==> config.mk <==
export PLATFORM = sky130hd
export DESIGN_NAME = countdown_timer_bank_with_holdoff
export DESIGN_NICKNAME = d
export VERILOG_FILES = /design/src/rtl/ctbh_pkg.sv /design/src/rtl/countdown_timer_bank_with_holdoff.sv /design/src/rtl/ctbh_bank.sv
export SDC_FILE = /design/constraint.sdc
export NUM_CORES = 1
export LEC_CHECK = 0
export ABC_AREA = 1
export BUFFER_PORTS_ARGS = -buffer_cell sky130_fd_sc_hd__buf_2
export CORE_MARGIN = 4
export CORE_UTILIZATION = 50
export CTS_BUF_LIST = sky130_fd_sc_hd__clkbuf_2 sky130_fd_sc_hd__clkbuf_4 sky130_fd_sc_hd__clkbuf_8
export CTS_CLUSTER_DIAMETER = 80
export DETAILED_ROUTE_END_ITERATION = 12
export GPL_TIMING_DRIVEN = 0
export PLACE_DENSITY = 0.67
export SETUP_SLACK_MARGIN = 0.3
export SLEW_MARGIN = 40
export SYNTH_ARGS = -nofsm -noshare
export SYNTH_HDL_FRONTEND = slang
export SYNTH_SLANG_ARGS = --single-unit
==> constraint.sdc <==
create_clock -name aclk -period 10.1 [get_ports aclk]
set_input_delay 1.515 -clock aclk [delete_from_list [all_inputs] [get_ports aclk]]
set_output_delay 1.515 -clock aclk [all_outputs]
set_load 0.005 [all_outputs]
==> src/rtl/ctbh_pkg.sv <==
`default_nettype none

package ctbh_pkg;

    localparam int DUR_W     = 16;
    localparam int CNT_OUT_W = 4;
    localparam int M_DATA_W  = 16;

    localparam logic FUNC_ADD  = 1'b0;
    localparam logic FUNC_TICK = 1'b1;

    typedef struct packed {
        logic add;
        logic tick;
    } ctbh_cmd_t;

endpackage

`default_nettype wire

==> src/rtl/countdown_timer_bank_with_holdoff.sv <==
// The result word for an accepted input word is registered and shown in the next cycle.
// Throughput: one word per cycle while the result is taken; every timer steps in parallel.
// s_tready drops only while a result word is held and m_tready is low.
// Reset (aresetn low, synchronous): no timers running, holdoff 0, dead_time 0,
// no result pending.
`default_nettype none

module countdown_timer_bank_with_holdoff #(
    parameter int NUM_TIMERS = 8
) (
    input  wire logic        aclk,
    input  wire logic        aresetn,
    input  wire logic        s_tvalid,
    output logic             s_tready,
    input  wire logic [15:0] s_tdata,   // [15:0] duration
    input  wire logic [0:0]  s_tuser,   // [0] func
    output logic             m_tvalid,
    input  wire logic        m_tready,
    output logic [15:0]      m_tdata,   // [0] accepted, [4:1] expired_count,
                                        // [8:5] active_count, [15:9] zero
    input  wire logic        cfg_valid,
    output logic             cfg_ready,
    input  wire logic [15:0] cfg_data   // dead_time
);
    import ctbh_pkg::*;

    localparam int CNT_W = $clog2(NUM_TIMERS + 1);

    logic [DUR_W-1:0]    dead_time_reg;
    logic [DUR_W-1:0]    holdoff_reg, holdoff_next;
    logic [CNT_W-1:0]    cnt_reg, cnt_next;
    logic                m_tvalid_reg;
    logic [M_DATA_W-1:0] m_tdata_reg, m_tdata_next;
    logic                s_fire;
    logic                is_add;
    logic                add_ok;
    ctbh_cmd_t           cmd;
    logic [CNT_W-1:0]    expired_cnt;
    logic [CNT_OUT_W-1:0] exp_out;

    assign s_tready  = !m_tvalid_reg || m_tready;
    assign s_fire    = s_tvalid && s_tready;
    assign cfg_ready = 1'b1;
    assign m_tvalid  = m_tvalid_reg;
    assign m_tdata   = m_tdata_reg;

    assign is_add   = (s_tuser[0] == FUNC_ADD);
    assign add_ok   = is_add && (cnt_reg != CNT_W'(NUM_TIMERS)) && (holdoff_reg == '0);
    assign cmd.add  = s_fire && add_ok;
    assign cmd.tick = s_fire && (s_tuser[0] == FUNC_TICK);

    ctbh_bank #(
        .NUM_TIMERS (NUM_TIMERS),
        .CNT_W      (CNT_W)
    ) u_bank (
        .aclk        (aclk),
        .aresetn     (aresetn),
        .cmd         (cmd),
        .duration    (s_tdata),
        .expired_cnt (expired_cnt)
    );

    always_comb begin
        cnt_next     = cnt_reg;
        holdoff_next = holdoff_reg;
        exp_out      = '0;
        if (cmd.add) begin
            cnt_next     = cnt_reg + CNT_W'(1);
            holdoff_next = dead_time_reg;
        end else if (cmd.tick) begin
            cnt_next = cnt_reg - expired_cnt;
            exp_out  = CNT_OUT_W'(expired_cnt);
            if (holdoff_reg != '0) begin
                holdoff_next = holdoff_reg - DUR_W'(1);
            end
        end
        m_tdata_next = {7'd0, CNT_OUT_W'(cnt_next), exp_out, cmd.add};
    end

    always_ff @(posedge aclk) begin
        if (!aresetn) begin
            dead_time_reg <= '0;
            holdoff_reg   <= '0;
            cnt_reg       <= '0;
            m_tvalid_reg  <= 1'b0;
        end else begin
            if (cfg_valid && cfg_ready) begin
                dead_time_reg <= cfg_data;
            end
            holdoff_reg <= holdoff_next;
            cnt_reg     <= cnt_next;
            if (s_fire) begin
                m_tvalid_reg <= 1'b1;
            end else if (m_tready) begin
                m_tvalid_reg <= 1'b0;
            end
        end
    end

    always_ff @(posedge aclk) begin
        if (s_fire) begin
            m_tdata_reg <= m_tdata_next;
        end
    end

endmodule

`default_nettype wire

==> src/rtl/ctbh_bank.sv <==
`default_nettype none

module ctbh_bank #(
    parameter int NUM_TIMERS = 8,
    parameter int CNT_W      = $clog2(NUM_TIMERS + 1)
) (
    input  wire logic                     aclk,
    input  wire logic                     aresetn,
    input  wire ctbh_pkg::ctbh_cmd_t      cmd,
    input  wire logic [ctbh_pkg::DUR_W-1:0] duration,
    output logic [CNT_W-1:0]              expired_cnt
);
    import ctbh_pkg::*;

    logic [NUM_TIMERS-1:0] live_reg, live_next;
    logic [DUR_W-1:0]      val_reg  [NUM_TIMERS];
    logic [DUR_W-1:0]      val_next [NUM_TIMERS];
    logic [NUM_TIMERS-1:0] expire;
    logic [NUM_TIMERS-1:0] free_slot;
    logic [NUM_TIMERS-1:0] add_slot;

    // lowest free slot, one-hot
    assign free_slot = ~live_reg;
    assign add_slot  = free_slot & (~free_slot + NUM_TIMERS'(1));

    always_comb begin
        for (int i = 0; i < NUM_TIMERS; i++) begin
            expire[i] = live_reg[i] && (val_reg[i] <= DUR_W'(1));
        end
    end

    always_comb begin
        expired_cnt = '0;
        for (int i = 0; i < NUM_TIMERS; i++) begin
            expired_cnt = expired_cnt + CNT_W'(expire[i]);
        end
    end

    always_comb begin
        live_next = live_reg;
        for (int i = 0; i < NUM_TIMERS; i++) begin
            val_next[i] = val_reg[i];
            if (cmd.tick) begin
                live_next[i] = live_reg[i] && !expire[i];
                val_next[i]  = val_reg[i] - DUR_W'(1);
            end else if (cmd.add && add_slot[i]) begin
                live_next[i] = 1'b1;
                val_next[i]  = duration;
            end
        end
    end

    always_ff @(posedge aclk) begin
        if (!aresetn) begin
            live_reg <= '0;
        end else begin
            live_reg <= live_next;
        end
    end

    always_ff @(posedge aclk) begin
        for (int i = 0; i < NUM_TIMERS; i++) begin
            val_reg[i] <= val_next[i];
        end
    end

endmodule

`default_nettype wire

==> flow_metrics.tcl <==
set metrics [dict create \
    cts_repair_resize_count 0 \
    r2r_slack_ps 5030 \
    status "complete, no violations" \
    nets 1487 \
    critPathRequiredTime_ps 10340 \
    fillers 1951 \
    critPathKind "reg2reg" \
    fin_crit_sh 0.502 \
    gp_congestion 0.879 \
    skew_ps 18.4 \
    r2r_cells 22 \
    coreArea_mm2 0.0210 \
    wire_per_inst_um 16.7 \
    cp.arrival_ps 5310 \
    root_buffer "clkbuf_8" \
    die_h_um 154 \
    synth_ff_type "edfxtp_1" \
    ctsHoldBuffers 0 \
    portBuffers 47 \
    worstMarginPinSlew_ps 890 \
    drtPass1Iterations 5 \
    synth-edff-count 137 \
    avgSynthCellArea_um2 7.95 \
    cts_tree "done" \
    ys_warn_count 0 \
    timing.max_slew.rel_slack 0.407 \
    grt_pass1_wl_mm 44.9 \
    ff_latch_area_mm2 0.00501 \
    rr_endpoint "m_tdata[8]$_DFFE_PP_" \
    fin_crit_ps 5070 \
    hold_viol_final 0 \
    ys_seq_area_frac 0.469 \
    final_area_mm2 0.0117 \
    synth_compound_area_frac 0.111 \
    setup.worst_path.end_class "register" \
    cellLeakagePower_uw 0.00497 \
    final_util 0.559 \
    setup_viol 0 \
    synth_top_family_by_area "simple AND/OR/NAND/NOR gates" \
    die_area_mm2 0.0238 \
    hold_slack_ps 456 \
    synthXorXnorAreaFrac 0.0360 \
    drt_wl_total_mm 28.5 \
    drive_above_1_share 0.105 \
    area_growth_pct 9.74 \
    overflow 0 \
    r2r-start "u_bank.val_reg[0][16]$_DFFE_PP_" \
    cp_max_fo 5 \
    startpoint "u_bank.val_reg[0][16]$_DFFE_PP_" \
    antenna_found_initial 1 \
    vias 9159 \
    fp-row-count 53 \
    postSynth.asyncResetShare 0 \
    multi_input_area_mm2 0.00492 \
    finalSetupTns_ps 0 \
    cts.path.max_buffers 2 \
    power-per-cell-area_mw_per_mm2 183 \
    clock.fmax_ghz 0.197 \
    cp-start-kind "register" \
    cts_setup_buffers 0 \
    ys_ff_latch 182 \
    placed_area_mm2 0.0113 \
    synthSimpleGateAreaFrac 0.269 \
    clk_latency_ps 480 \
    slew_viol_final 0 \
    globalRouteTotalUtil 0.240 \
    crit_path_end "m_tdata[8]$_DFFE_PP_" \
    ys_types 49 \
    rsz0062_at_grt "no" \
    netlist_area_mm2 0.0107 \
    synthMuxAreaShare 0 \
    ir_drop_v 0.000189 \
    clkTransAtPathRegs_ps 100 \
    ios 57 \
    drc 0 \
    ant_nets 0 \
    drtIter0Drc 790 \
    antenna_cells 0 \
    grt_max_degree 18 \
    synth_cells 1346 \
    cts_made_buffers 17 \
    dp_hpwl_mm 19.8 \
    drt-vias-per-instance 5.37 \
    initial_core_util 0.509 \
    cts_htree_levels 4 \
    die_w_um 154 \
    maxCapViolCount 0 \
    hold_class "reg2reg" \
    largest_reg_flops 128 \
    numClockSinks 182 \
    synth_fa_ha_area_frac 0.0386 \
    grt_pass1_vias 8541 \
]
## through the flow
step,worst slack [ps],total power [uW],cells
after detailed placement,5060,1640,1674
after floorplan,5440,1470,1352
after global placement,5130,1620,1674
final,5030,2150,1707
after CTS,5040,2150,1706
after global routing,4580,2280,1707
## how the worst min path moves through the flow
stage	start	slack, ps	to	cells past startpoint
6_report	dead_time_reg[3]$_SDFFE_PN0P_	460	dead_time_reg[3]$_SDFFE_PN0P_	2
5_1_grt	dead_time_reg[2]$_SDFFE_PN0P_	490	dead_time_reg[2]$_SDFFE_PN0P_	2
4_1_cts	dead_time_reg[3]$_SDFFE_PN0P_	460	dead_time_reg[3]$_SDFFE_PN0P_	2
3_5_place_dp	dead_time_reg[3]$_SDFFE_PN0P_	440	dead_time_reg[3]$_SDFFE_PN0P_	2
3_3_place_gp	dead_time_reg[3]$_SDFFE_PN0P_	440	dead_time_reg[3]$_SDFFE_PN0P_	2
2_1_floorplan	dead_time_reg[2]$_SDFFE_PN0P_	430	dead_time_reg[2]$_SDFFE_PN0P_	2
## area by class of cell
class,count,share of cell area
Clock inverter,15,0.0140
Tap cell,275,0.0293
Buffer,37,0.0187
Timing Repair Buffer,48,0.0210
Sequential cell,182,0.427
Clock buffer,17,0.0199
Inverter,158,0.0510
Multi-Input combinational cell,975,0.419
## cells by family after synthesis
kind of cell,count (synthesis)
buffers and inverters,195
other,2
AO/OA/AOI/OAI,227
flip-flops,182
XOR/XNOR,44
AND/OR/NAND/NOR,666
adder cells (fa/ha/maj),30
## cells in the final DEF (no fill, tap or decap), types with 3 or more instances in the layout
cell,netlist,layout
nor2_2,6,6
buf_4,10,10
buf_2,14,61
o21ai_1,9,8
dfxtp_1,45,45
o21ai_0,149,148
nand3_1,57,57
nand2_2,4,4
clkbuf_8,0,17
nand2_1,333,333
inv_1,151,151
xor2_1,25,25
buf_6,2,3
conb_1,2,8
nor3_1,21,21
ha_1,25,25
a21oi_2,3,3
a21oi_1,53,53
edfxtp_1,137,137
nand4_1,22,22
inv_6,0,7
nand3_2,8,8
nand3b_1,7,7
clkbuf_1,10,10
fa_1,5,5
a31oi_1,4,4
clkinv_4,1,3
or2_2,4,4
xnor2_1,19,19
nor4_1,6,6
nor2_4,4,4
inv_2,3,3
nor2_1,185,185
## routing by layer
layer  up-vias  track usage  share of wire
li1       4570            -              -
met1      4277        0.332           0.45
met2       269        0.385           0.47
met3        43       0.0403          0.058
met4         0       0.0799          0.025
met5         -            0              0
## critical path, cell delays in order, from the launching register on
cell and delay (ps):
edfxtp_1 420, inv_1 90, ha_1 230, or2_2 160, nand3_1 70, or4_1 430
nor2_1 130, ha_1 260, inv_1 90, fa_1 420, fa_1 520, fa_1 480
fa_1 390, xor2_1 190, ha_1 300, a21oi_1 140, nand2_1 90, nor2_1 110
nor2_1 50, nand2_1 70, nand3b_1 80, nand2_1 90, inv_1 40
## cells in the mapped netlist (7+ instances only)
cell type,count,area [um^2]
nand3_2,8,80.1
inv_1,151,567
nor3_1,21,105
buf_4,10,75.1
nand3_1,57,285
buf_2,14,70.1
xnor2_1,19,166
a21oi_1,53,265
xor2_1,25,219
nand3b_1,7,52.6
edfxtp_1,137,4110
nand4_1,22,138
nand2_1,333,1250
clkbuf_1,10,37.5
nor2_1,185,694
dfxtp_1,45,901
o21ai_0,149,746
ha_1,25,313
o21ai_1,9,45.0
## where the power goes
group | internal (uW) | switching (uW) | total, uW | leakage [uW]
Sequential | 892 | 71.8 | 964 | 0.00166
Clock | 225 | 292 | 517 | 0.000195
Combinational | 233 | 434 | 666 | 0.00311
Total | 1350 | 797 | 2150 | 0.00497
(Power assumes the default switching activity.)
